**config.mk**
```make
export PLATFORM = sky130hd
export DESIGN_NAME = ffha_ctrl
export DESIGN_NICKNAME = d
export VERILOG_FILES = /design/src/hdl/assert_macros.svh /design/src/hdl/ffha_pkg.sv /design/src/hdl/ffha_ctrl.sv
export SDC_FILE = /design/constraint.sdc
export NUM_CORES = 1
export LEC_CHECK = 0
export BUFFER_PORTS_ARGS = -buffer_cell sky130_fd_sc_hd__buf_4
export CAP_MARGIN = 20
export CORE_UTILIZATION = 45
export CTS_BUF_LIST = sky130_fd_sc_hd__clkbuf_16
export DETAILED_ROUTE_END_ITERATION = 7
export GPL_ROUTABILITY_DRIVEN = 0
export PLACE_DENSITY = 0.86
export SYNTH_ARGS = -nofsm -noshare
export SYNTH_HDL_FRONTEND = slang
export SYNTH_SLANG_ARGS = --single-unit
export TNS_END_PERCENT = 30
```
**constraint.sdc**
```tcl
create_clock -name clock -period 1.9 [get_ports clock]
set_input_delay 0.38 -clock clock [delete_from_list [all_inputs] [get_ports clock]]
set_output_delay 0.38 -clock clock [all_outputs]
set_load 0.01 [all_outputs]
```
**src/hdl/assert_macros.svh**
```systemverilog
// ============================================================================
// Assertion macros
// Clocked assertion helpers used by the allocator datapath (ffha_dp).
// ============================================================================
`ifndef ASSERT_MACROS_SVH
`define ASSERT_MACROS_SVH
`ifndef SYNTHESIS
`define ASSERT_HOLDS(label, clk, rst, prop, msg) \
   label: assert property (@(posedge clk) disable iff (rst) (prop)) else $error(msg);
`define ASSERT_NEVER(label, clk, rst, cond, msg) \
   `ASSERT_HOLDS(label, clk, rst, !(cond), msg)
`else
`define ASSERT_HOLDS(label, clk, rst, prop, msg)
`define ASSERT_NEVER(label, clk, rst, cond, msg)
`endif
`endif

```
**src/hdl/ffha_pkg.sv**
```systemverilog
// ============================================================================
// ffha_pkg
// Shared types and fixed field widths of the first-fit heap allocator.
// ============================================================================
`timescale 1ns / 1ps
package ffha_pkg;

   localparam int ADDR_W  = 32;
   localparam int REQ_W   = 16;
   localparam int BYTES_W = 17;
   localparam int COUNT_W = 9;

   typedef enum logic [2:0] {
      ST_OK           = 3'd0,
      ST_NO_SPACE     = 3'd1,
      ST_INVALID      = 3'd2,
      ST_RANGE        = 3'd3,
      ST_ALREADY_FREE = 3'd4
   } status_type;

   // Commands from the sequencer to the datapath.
   typedef struct packed {
      logic       load;
      logic       advance;
      logic       take;
      logic       split;
      logic       write_head;
      logic       release_blk;
      logic       restart;
      logic       hold_i;
      logic       merge;
      logic       set_status;
      status_type code;
      logic       emit;
   } ctrl_cmd_type;

   // Flags from the datapath to the sequencer.
   typedef struct packed {
      logic is_free_cmd;
      logic zero_req;
      logic zero_addr;
      logic out_of_range;
      logic fit;
      logic can_split;
      logic last;
      logic match;
      logic in_use;
      logic mergeable;
      logic rsp_busy;
   } dp_stat_type;

endpackage

```
**src/hdl/ffha_ctrl.sv**
```systemverilog
// ============================================================================
// ffha_ctrl
// Sequencer for allocate, free and the coalescing walk.
// ============================================================================
`timescale 1ns / 1ps
module ffha_ctrl (
   input  logic                   clock,
   input  logic                   reset,
   input  logic                   req_valid,
   output logic                   req_ready,
   input  ffha_pkg::dp_stat_type  st,
   output ffha_pkg::ctrl_cmd_type cmd
);
   typedef enum logic [8:0] {
      S_IDLE   = 9'b000000001,
      S_ACHK   = 9'b000000010,
      S_AWR    = 9'b000000100,
      S_FCHK   = 9'b000001000,
      S_MSTART = 9'b000010000,
      S_MHEAD  = 9'b000100000,
      S_MCHK   = 9'b001000000,
      S_DONE   = 9'b010000000,
      S_SPARE  = 9'b100000000
   } state_type;

   state_type state_ff, state_in;

   assign req_ready = (state_ff == S_IDLE);

   always_comb begin
      state_in = state_ff;
      cmd      = '0;
      cmd.code = ffha_pkg::ST_OK;
      unique case (state_ff)
         S_IDLE: begin
            if (req_valid) begin
               cmd.load = 1'b1;
               if (!st.is_free_cmd) begin
                  if (st.zero_req) begin
                     cmd.set_status = 1'b1;
                     cmd.code       = ffha_pkg::ST_NO_SPACE;
                     state_in       = S_DONE;
                  end else begin
                     state_in = S_ACHK;
                  end
               end else if (st.zero_addr) begin
                  cmd.set_status = 1'b1;
                  cmd.code       = ffha_pkg::ST_INVALID;
                  state_in       = S_DONE;
               end else if (st.out_of_range) begin
                  cmd.set_status = 1'b1;
                  cmd.code       = ffha_pkg::ST_RANGE;
                  state_in       = S_DONE;
               end else begin
                  state_in = S_FCHK;
               end
            end
         end
         S_ACHK: begin
            if (st.fit) begin
               cmd.set_status = 1'b1;
               cmd.code       = ffha_pkg::ST_OK;
               if (st.can_split) begin
                  cmd.split = 1'b1;
                  state_in  = S_AWR;
               end else begin
                  cmd.take = 1'b1;
                  state_in = S_DONE;
               end
            end else if (st.last) begin
               cmd.set_status = 1'b1;
               cmd.code       = ffha_pkg::ST_NO_SPACE;
               state_in       = S_DONE;
            end else begin
               cmd.advance = 1'b1;
            end
         end
         S_AWR: begin
            cmd.write_head = 1'b1;
            state_in       = S_DONE;
         end
         S_FCHK: begin
            if (st.match) begin
               if (!st.in_use) begin
                  cmd.set_status = 1'b1;
                  cmd.code       = ffha_pkg::ST_ALREADY_FREE;
                  state_in       = S_DONE;
               end else begin
                  cmd.release_blk = 1'b1;
                  cmd.set_status  = 1'b1;
                  cmd.code        = ffha_pkg::ST_OK;
                  state_in        = S_MSTART;
               end
            end else if (st.last) begin
               cmd.set_status = 1'b1;
               cmd.code       = ffha_pkg::ST_INVALID;
               state_in       = S_DONE;
            end else begin
               cmd.advance = 1'b1;
            end
         end
         S_MSTART: begin
            cmd.restart = 1'b1;
            state_in    = S_MHEAD;
         end
         S_MHEAD: begin
            cmd.hold_i = 1'b1;
            if (st.last) begin
               state_in = S_DONE;
            end else begin
               cmd.advance = 1'b1;
               state_in    = S_MCHK;
            end
         end
         S_MCHK: begin
            if (st.mergeable) begin
               cmd.merge = 1'b1;
            end else begin
               cmd.hold_i = 1'b1;
            end
            if (st.last) begin
               state_in = S_DONE;
            end else begin
               cmd.advance = 1'b1;
            end
         end
         S_DONE: begin
            if (!st.rsp_busy) begin
               cmd.emit = 1'b1;
               state_in = S_IDLE;
            end
         end
         S_SPARE: begin
            state_in = S_IDLE;
         end
         default: begin
            state_in = S_IDLE;
         end
      endcase
   end

   always_ff @(posedge clock) begin
      if (reset) begin
         state_ff <= S_IDLE;
      end else begin
         state_ff <= state_in;
      end
   end
endmodule

```
==> run metrics, run 1 <==
CP Capture Type=output pin; Top FF cell, synth=dfxtp_1; CP cell instances=nor3_4 > nand3b_1 > nand4bb_4 > a31oi_1 > buf_4; post-synthesis mux area share=0.01493; maximum number of pins on one net before global-route repair=9; final worst slack=-0.05781 ns; cell area after synthesis=670.6 um^2; Post-synth EDFFs=0; Yosys warning count=0; area taken by multi-input logic gates=between 500 and 600 um^2; fill count=91; Synth Area in Adders=0; height of the die=slightly above 40 um; Boundary Pins=29; clock-pin slew of the registers on the worst-case setup and hold paths=0.04 ns; Distinct cells, synth=39; Seq/Total Area, Yosys=0.2687; Max FO, Critical Path=4; # setup viols final=3; CTS Root Cell=clkbuf_16; fraction of synthesized cell area in xor and xnor cells=0; H-tree depth=1; ys async rst share=0; Final #Nets=137; via count=844; synthesized area per cell=between 7 and 8 um^2; static leakage=0.4786 nW; Layout Utilization=0.8063; starting DRC count in detailed routing=27; First-pass DRT Iterations=4; clk buf depth=2; Inserted Clock Buffers=3; largest family of logic cells by synthesized area=simple AND/OR/NAND/NOR gates; average wire per standard cell=16.63 um; first-pass GRT wire length=2987 um; DR DRC count=0; Final Power=0.7089 mW; Switching Fraction=0.2393; share of cells above drive strength 1=0.4754; Top reg by flops=state_ff; crit path time final=1.958 ns; worst vdd ir=0.0006736 V; P_sw=0.1696 mW; Critical Path AT=1.58 ns; worst hold path class=input port to flip-flop; Mapped Nets=98; vias in the first global route=741; GR Overflow Total=0; violated checks=setup timing; initial antenna violation count=0; hold_buf cts=0; Worst-Skew Late Latency=0.24 ns; Flop pwr share=0.286; critical path startpoint category=flip-flop; core box area=1350 um^2; Power per Cell Area=651.2 nW/um^2; Clock power frac=0.531; P&R area growth vs syn=62.31%; Gate Count Post-Synth=84; TritonCTS clock tree=yes; WP buf/inv=1; Largest register FFs=9; Final Hold Viols=0; Yosys reg bits=9; Worst Path Required=1.52 ns; Synth Area in Simple Gates=0.4552; Internal=0.5393 mW; Final ANT Viol Nets=0; RSZ-0062 raised after global routing=yes; Max-cap violations=0; Setup Skew=0.001079 ns; WS Path Type=flip-flop to output pin; Die Span X=40.61 um; Post-Route WL=2278 um; Crit path max-delay family=simple AND/OR/NAND/NOR gates; Via density=6.161; final instance area=1089 um^2; die area=roughly 1600 um^2; period utilisation layout=1.030; largest registers=state_ff: 9 flops; number of clock sinks=9; CP max stage delay=0.33 ns; register area=around 190 um^2; Rows=13; combinational power share=0.183; Hold Slack=around 0.36 ns; Synth Area in Compound Gates=0.2108; placed inst area=903.4 um^2; Final Slew Violations=0; Crit-path slowest cell=dfxtp_2; dpl hpwl=1375 um; number of diodes=0; status=finished, violations left; Starting Density=0.4968; Buffers on Ports=28; Place WS=between 0.08 and 0.09 ns; max frequency=around 500 MHz; all-layer global routing usage=0.3010
timing repair:
item,4_1_cts,5_1_grt
setup buffers,1,4
gates cloned,0,0
gates resized for setup,7,10
pin swaps,1,8
endpoints found under the setup margin,6,8
layer usage:
| layer | vias to the layer above | wire (um) | track usage |
|---|---|---|---|
| li1 | 389 | - | - |
| met1 | 371 | 828 | 0.2824 |
| met2 | 66 | 1103 | 0.4841 |
| met3 | 18 | 203 | 0.1556 |
| met4 | 0 | 143 | 0.2417 |
| met5 | - | 0 | 0 |
per-stage QoR:
step / setup TNS, ns / instances
6_report: -0.1175 / 137
5_1_grt: -0.3146 / 137
4_1_cts: -0.04801 / 133
3_5_place_dp: 0 / 128
3_3_place_gp: 0 / 128
2_1_floorplan: 0 / 84
cell type report:
class	instances	share of cell area
Multi-Input combinational cell	70	0.4770
Timing Repair Buffer	36	0.2517
Sequential cell	9	0.1701
Clock buffer	3	0.06897
Tap cell	15	0.01724
Inverter	3	0.01034
Clock inverter	1	0.004598
synth_stat cells, drive strengths merged (2+ instances only):
cell    number  area, um^2
nor2        13       51.30
dfxtp        9       180.2
nor2b        6       37.54
nor3         5       36.29
o21ai        5       25.02
nand3b       4       30.03
a21o         3       22.52
inv          3       11.26
nand2b       3       18.77
nand3        3       20.02
a21oi        2       10.01
a31oi        2       12.51
buf          2       18.77
nand4        2       18.77
o22ai        2       12.51
o32a         2       20.02
worst paths after layout:
check                           depth (start not counted)                     start                  endpoint  slack, ns
worst max-delay path                                    5  state_ff[8]$_SDFFE_PP0P_                   cmd[12]      -0.06
worst min-delay path                                    2                     reset  state_ff[1]$_SDFFE_PP0P_       0.36
worst max register to register                          6  state_ff[1]$_SDFFE_PP0P_  state_ff[7]$_SDFFE_PP0P_       0.41
worst min register to register                          3  state_ff[1]$_SDFFE_PP0P_  state_ff[4]$_SDFFE_PP0P_       0.73
kinds of logic after synthesis:
family                 after synthesis
buffers and inverters                5
AOI/OAI and AO/OA                   21
other                                1
muxes                                1
and+or+nand+nor                     47
DFF                                  9
placed cells by master (no fill, tap or decap), drive strengths merged, types with 2 or more instances in the layout:
cell    count
o21ai       5
nand4       2
dfxtp       9
nand3b      4
nor3        5
nor2       13
nand2b      3
inv         3
buf        36
a21oi       2
nor2b       6
nand3       3
o22ai       2
a21o        3
clkbuf      3
a31oi       2
o32a        2
power groups by stage:
stage               clock network, mW  logic (mW)  registers [mW]
floorplan                           0      0.0531           0.201
global placement                    0       0.101           0.203
detailed placement                  0       0.102           0.203
CTS                             0.380       0.114           0.201
global route                    0.394       0.138           0.203
finish                          0.376       0.130           0.203
Note: power is estimated with default switching activity, not from simulation.
==> run 2, diff against run 1 <==
--- a/config.mk
+++ b/config.mk
@@ -5,13 +5,15 @@
 export SDC_FILE = /design/constraint.sdc
 export NUM_CORES = 1
 export LEC_CHECK = 0
+export ABC_AREA = 1
 export BUFFER_PORTS_ARGS = -buffer_cell sky130_fd_sc_hd__buf_4
 export CAP_MARGIN = 20
 export CORE_UTILIZATION = 45
 export CTS_BUF_LIST = sky130_fd_sc_hd__clkbuf_16
+export CTS_CLUSTER_DIAMETER = 60
 export DETAILED_ROUTE_END_ITERATION = 7
 export GPL_ROUTABILITY_DRIVEN = 0
-export PLACE_DENSITY = 0.86
+export PLACE_DENSITY = 0.83
 export SYNTH_ARGS = -nofsm -noshare
 export SYNTH_HDL_FRONTEND = slang
 export SYNTH_SLANG_ARGS = --single-unit
==> run 2 against run 1 <==
The flow still finishes with violations (setup timing). Combinational power is 20% higher. Worst hold slack got worse by 0.0025 ns. Sequential share of layout area down 2.0 points. Total power grew 2.7%. Area after synthesis grew 22%. Critical path type unchanged. Largest power group unchanged.
==> run metrics, run 2 <==
die area=1999 um^2 (+21%); Worst Path Required=1.52 ns (about the same); # setup viols final=3 (unchanged); Rows=15 (+2); Seq/Total Area, Yosys=0.2195 (-0.04914); static leakage=0.6541 nW (+37%); share of cells above drive strength 1=0.4167 (-0.05874); height of the die=44.71 um (+10%); clk buf depth=2 (unchanged); all-layer global routing usage=0.2665 (-0.03453); dpl hpwl=1771 um (+29%); maximum number of pins on one net before global-route repair=11 (+2); Inserted Clock Buffers=3 (unchanged); most common cell in the netlist=nor2_1; DR DRC count=0 (unchanged); first-pass GRT wire length=3808 um (+27%); CP Capture Type=output pin; Switching Fraction=0.2595 (+0.02024); period utilisation layout=1.013 (-0.01733); CP max stage delay=0.34 ns (about the same); Yosys warning count=0 (unchanged); Post-Route WL=2553 um (+12%); ys async rst share=0 (unchanged); average wire per standard cell=12.45 um (-25%); Yosys reg bits=9 (unchanged); most frequent cells in the layout=buf_4 (37), nor2_1 (24), inv_1 (23), nand2_1 (15), nand3_1 (13); Die Span X=44.71 um (+10%); Final Hold Viols=0 (unchanged); Place WS=0.1656 ns (+0.07905 ns); combinational power share=0.214 (+0.031); Gate Count Post-Synth=140 (+67%); worst hold path class=input port to flip-flop; most used cell, CP=nand2_2; P&R area growth vs syn=52.59%; via count=1,072 (+27%); Max FO, Critical Path=6 (+2); max frequency=519.5 MHz (+1.7%); Post-synth top cells=nor2_1 (28), inv_1 (23), nand2_1 (19), nand3_1 (13), dfxtp_1 (9); Buffers on Ports=28 (unchanged); Internal=0.5392 mW (about the same); TritonCTS clock tree=yes; Worst-Skew Late Latency=0.24 ns (about the same); hold_buf cts=0 (unchanged); Top FF cell, synth=dfxtp_1; status=finished, violations left; Distinct cells, synth=26 (-33%); initial antenna violation count=0 (unchanged); Mapped Nets=154 (+57%); Largest register FFs=9 (unchanged); GR Overflow Total=0 (unchanged); Power per Cell Area=581.4 nW/um^2 (-11%); Clock power frac=0.507 (-0.024); commonest non-fill, non-tap cell in the layout=buf_4; largest registers=state_ff: 9 flops; Top reg by flops=state_ff; starting DRC count in detailed routing=23 (-15%); Setup Skew=0.002165 ns (+0.001086 ns); critical path startpoint category=flip-flop; crit path time final=1.925 ns (-0.03292 ns); vias in the first global route=964 (+30%); CTS Root Cell=clkbuf_16; First-pass DRT Iterations=4 (unchanged); P_sw=0.1890 mW (+11%); Max-cap violations=0 (unchanged); Critical Path AT=1.54 ns (-0.04 ns); RSZ-0062 raised after global routing=yes; Final #Nets=195 (+42%); Crit-path slowest cell=dfxtp_2; Boundary Pins=29 (unchanged); Final ANT Viol Nets=0 (unchanged); Final Slew Violations=0 (unchanged); cell area after synthesis=820.8 um^2 (+22%); number of diodes=0 (unchanged); WS Path Type=flip-flop to output pin; CP cell instances=inv_2 > nand2_2 > nor3_2 > nand2_2 > inv_1 > nand3_1 > o2111ai_2 > buf_4; core box area=1727 um^2 (+28%); placed inst area=1057 um^2 (+17%); number of clock sinks=9 (unchanged); Yosys top cell by area=dfxtp_1; worst vdd ir=0.0004388 V (-35%); synth top area cells=dfxtp_1 (22%), nor2_1 (13%), inv_1 (11%), nand2_1 (8.7%), nand3_1 (7.9%); violated checks=setup timing; Flop pwr share=0.280 (-0.006); Post-synth EDFFs=0 (unchanged); synthesized area per cell=5.863 um^2 (-27%); post-synth top area share=0.2195 (-0.04914); Via density=5.229 (-15%); Hold Slack=0.3535 ns (-0.002547 ns); WP buf/inv=3 (+2); clock-pin slew of the registers on the worst-case setup and hold paths=0.04 ns (about the same); final instance area=1252 um^2 (+15%); H-tree depth=1 (unchanged); Crit path max-delay family=simple AND/OR/NAND/NOR gates; Starting Density=0.4754 (-0.02139); final worst slack=-0.02489 ns (+0.03292 ns)
[run 2: changes by cell type after synthesis, moves of 4 or more]
cell	before	now
inv_1	3	23
nand3b_1	4	0
nor2_1	12	28
nand3_1	2	13
nand2_2	0	4
nand4_1	1	6
nand2_1	1	19
inv_2	0	5
nor2b_1	6	0
[run 2: stage by stage]
| stage | power [mW] | util | cells | setup TNS (ns) |
|---|---|---|---|---|
| floorplan | 0.2835 | - | 140 | 0 |
| global placement | 0.3310 | 0.6123 | 192 | 0 |
| finish | 0.7282 | 0.7254 | 205 | -0.05221 |
| detailed placement | 0.3348 | 0.6123 | 192 | 0 |
| CTS | 0.7159 | 0.6920 | 201 | -0.001937 |
| global route | 0.7553 | 0.7254 | 205 | -0.4719 |
[run 2: power by group through the flow]
| stage | sequential (mW) | combinational (mW) | clock (mW) |
|---|---|---|---|
| 2_1_floorplan | 0.203 | 0.0804 | 0 |
| 3_3_place_gp | 0.204 | 0.127 | 0 |
| 3_5_place_dp | 0.204 | 0.131 | 0 |
| 4_1_cts | 0.203 | 0.142 | 0.371 |
| 5_1_grt | 0.204 | 0.169 | 0.383 |
| 6_report | 0.204 | 0.156 | 0.369 |
[run 2: final timing paths]
kind | start | end | slack [ns] | depth (start not counted)
worst max-delay path | state_ff[2]$_SDFFE_PP0P_ | cmd[12] | -0.02 | 8
worst min-delay path | reset | state_ff[7]$_SDFFE_PP0P_ | 0.35 | 2
worst max register to register | state_ff[0]$_SDFFE_PP1P_ | state_ff[6]$_SDFFE_PP0P_ | 0.44 | 8
worst min register to register | state_ff[5]$_SDFFE_PP0P_ | state_ff[5]$_SDFFE_PP0P_ | 0.66 | 3
[run 2: final cells by class]
type | count | area [um^2]
Tap cell | 25 | 31.28
Clock buffer | 3 | 75.07
Multi-Input combinational cell | 100 | 558.0
Timing Repair Buffer | 37 | 277.8
Clock inverter | 1 | 3.754
Sequential cell | 9 | 187.7
Inverter | 30 | 118.9
Fill cell | 134 | 474.2
[run 2: kinds of logic after synthesis]
logic type | count (synthesis) | share of synthesized area
AOI/OAI and AO/OA | 14 | 0.09908
buffers and inverters | 31 | 0.1509
other | 1 | 0.004569
DFF | 9 | 0.2195
and+or+nand+nor | 85 | 0.5259
[run 2: routing by layer]
metal	track usage	up-vias	routed length (um)
met5	0	-	0
met3	0.07200	9	161
met1	0.2727	485	1016
met2	0.4971	50	1312
met4	0.1273	0	63
li1	-	528	-
[run 2: what timing repair did]
action                     in CTS  in global routing
setup endpoints to repair       7                  7
setup buffers                   5                  4
gates resized for setup        10                 10
pin swaps                       6                  5
cloned                          0                  0
==> run 3, diff against run 2 <==
--- a/config.mk
+++ b/config.mk
@@ -8,12 +8,14 @@
 export ABC_AREA = 1
 export BUFFER_PORTS_ARGS = -buffer_cell sky130_fd_sc_hd__buf_4
 export CAP_MARGIN = 20
-export CORE_UTILIZATION = 45
+export CELL_PAD_IN_SITES_DETAIL_PLACEMENT = 2
+export CELL_PAD_IN_SITES_GLOBAL_PLACEMENT = 2
+export CORE_UTILIZATION = 24
 export CTS_BUF_LIST = sky130_fd_sc_hd__clkbuf_16
 export CTS_CLUSTER_DIAMETER = 60
 export DETAILED_ROUTE_END_ITERATION = 7
 export GPL_ROUTABILITY_DRIVEN = 0
-export PLACE_DENSITY = 0.83
+export PLACE_DENSITY = 0.88
 export SYNTH_ARGS = -nofsm -noshare
 export SYNTH_HDL_FRONTEND = slang
 export SYNTH_SLANG_ARGS = --single-unit
==> run 3 against run 2 <==
The flow still finishes with violations (setup timing). Global-route usage up 0.12 points. Utilization down 27 points. Sequential power about the same. Total power up 11%. Fmax down 6.5%. Die area up 83%. Largest cell class unchanged.
==> run metrics, run 3 (synthesis results as in run 2) <==
Worst Tran Pin Value=0.5376 ns; TritonCTS clock tree=yes; WS Path Type=flip-flop to output pin; clock-pin slew of the registers on the worst-case setup and hold paths=0.04 ns (about the same); dpl hpwl=2717 um (+53%); Setup Skew=0.001766 ns (-0.0003991 ns); # setup viols final=8 (+5); critical path startpoint category=flip-flop; setup total negative slack=-0.8101 ns (-0.7579 ns); Worst Path Required=1.52 ns (about the same); clk buf depth=2 (unchanged); first-pass GRT wire length=6824 um (+79%); Final Power=0.8104 mW (+11%); Max-slew headroom=0.6378; hold_buf cts=0 (unchanged); maximum number of pins on one net before global-route repair=11 (unchanged); Final Hold Viols=0 (unchanged); Layout Utilization=0.4540 (-0.2714); status=finished, violations left; share of cells above drive strength 1=0.5026 (+0.08595); H-tree depth=1 (unchanged); Final ANT Viol Nets=0 (unchanged); violated checks=setup timing; Inserted Clock Buffers=3 (unchanged); Max-cap violations=0 (unchanged); static leakage=0.7130 nW (+9.0%); P&R area growth vs syn=74.39%; Final Slew Violations=0 (unchanged); max frequency=485.5 MHz (-6.5%); Buffers on Ports=28 (unchanged); worst vdd ir=0.0002717 V (-38%); Post-Route WL=5364 um (+110%); Max FO, Critical Path=6 (unchanged); Worst-Skew Late Latency=0.24 ns (about the same); all-layer global routing usage=0.2677 (+0.001200); Place WS=0.05034 ns (-0.1153 ns); largest registers=state_ff: 9 flops; average wire per standard cell=22.83 um (+83%); height of the die=60.48 um (+35%); CTS Root Cell=clkbuf_16; Largest register FFs=9 (unchanged); number of clock sinks=9 (unchanged); worst hold path class=input port to flip-flop; final worst slack=-0.1598 ns (-0.1349 ns); core box area=3153 um^2 (+83%); number of diodes=0 (unchanged); First-pass DRT Iterations=4 (unchanged); Rows=20 (+5); Starting Density=0.2603 (-0.2150); most frequent cells in the layout=buf_4 (47), nor2_1 (23), inv_1 (22), nand2_1 (15), nand3_1 (10); crit path time final=2.060 ns (+0.1349 ns); via count=1,215 (+13%); die area=3658 um^2 (+83%); period utilisation layout=1.084 (+0.07101); Power per Cell Area=566.2 nW/um^2 (-2.6%); Top reg by flops=state_ff; initial antenna violation count=0 (unchanged); final instance area=1431 um^2 (+14%); Via density=5.170 (-1.1%); Critical Path AT=1.68 ns (+0.14 ns); commonest non-fill, non-tap cell in the layout=buf_4; CP Capture Type=output pin; Die Span X=60.48 um (+35%); DR DRC count=0 (unchanged); GR Overflow Total=0 (unchanged); placed inst area=1081 um^2 (+2.2%); RSZ-0062 raised after global routing=yes; Final #Nets=206 (+5.6%); vias in the first global route=1,262 (+31%); starting DRC count in detailed routing=41 (+78%); Boundary Pins=29 (unchanged)
-- run 3: cell types whose count changed in the layout (fill, tap and decap cells not counted), moves of 2 or more --
| cell | change |
|---|---|
| buf_4 | +10 |
| nand3_1 | -3 |
| nand3_2 | +3 |
| dfxtp_1 | -2 |
| dfxtp_4 | +2 |
| nand2_2 | -2 |
| nand2_4 | +2 |
| o31ai_1 | -2 |
-- run 3: repair_timing --
item | CTS | global route
resized for setup | 21 | 17
pin swaps | 6 | 11
setup endpoints to repair | 9 | 9
setup buffers | 11 | 9
-- run 3: area by class of cell --
class                      count  area (um^2)
inverter                      30        122.6
sequential                     9        195.2
tap                           44        55.05
multi-input combinational    100        615.6
clock inverter                 1        3.754
clock buffer                   3        75.07
timing repair buffer          48        364.1
fill                         379         1722
-- run 3: per-layer routing --
layer,up-vias,track usage,wire length [um]
met5,-,0,0
met4,0,0.1039,263
met3,18,0.03198,230
met1,597,0.3183,2231
met2,53,0.4882,2639
li1,547,-,-
-- run 3: stage by stage --
stage	instances	hold slack, ns
after floorplan	140	0.4491
after global placement	211	0.6089
after detailed placement	211	0.6129
after CTS	226	0.3496
final	235	0.3697
after global routing	235	0.3684
-- run 3: worst paths after layout --
kind	startpoint	cells past startpoint	end	slack, ns
max	state_ff[1]$_SDFFE_PP0P_	7	cmd[4]	-0.16
min	reset	2	state_ff[7]$_SDFFE_PP0P_	0.37
max reg2reg	state_ff[8]$_SDFFE_PP0P_	9	state_ff[5]$_SDFFE_PP0P_	0.15
min reg2reg	state_ff[6]$_SDFFE_PP0P_	3	state_ff[7]$_SDFFE_PP0P_	0.68
-- run 3: worst max-delay path, cell delays in order, from the launching register on --
cell and delay [ns]:
dfxtp_2 0.39, inv_1 0.09, nor2_1 0.22, nand2_2 0.18
inv_2 0.11, o21ai_0 0.15, o211ai_1 0.14, buf_4 0.16
-- run 3: where the power goes --
group          switching, mW  internal (mW)  total, mW
clock                  0.115          0.277      0.392
combinational          0.126         0.0877      0.214
sequential            0.0104          0.194      0.204
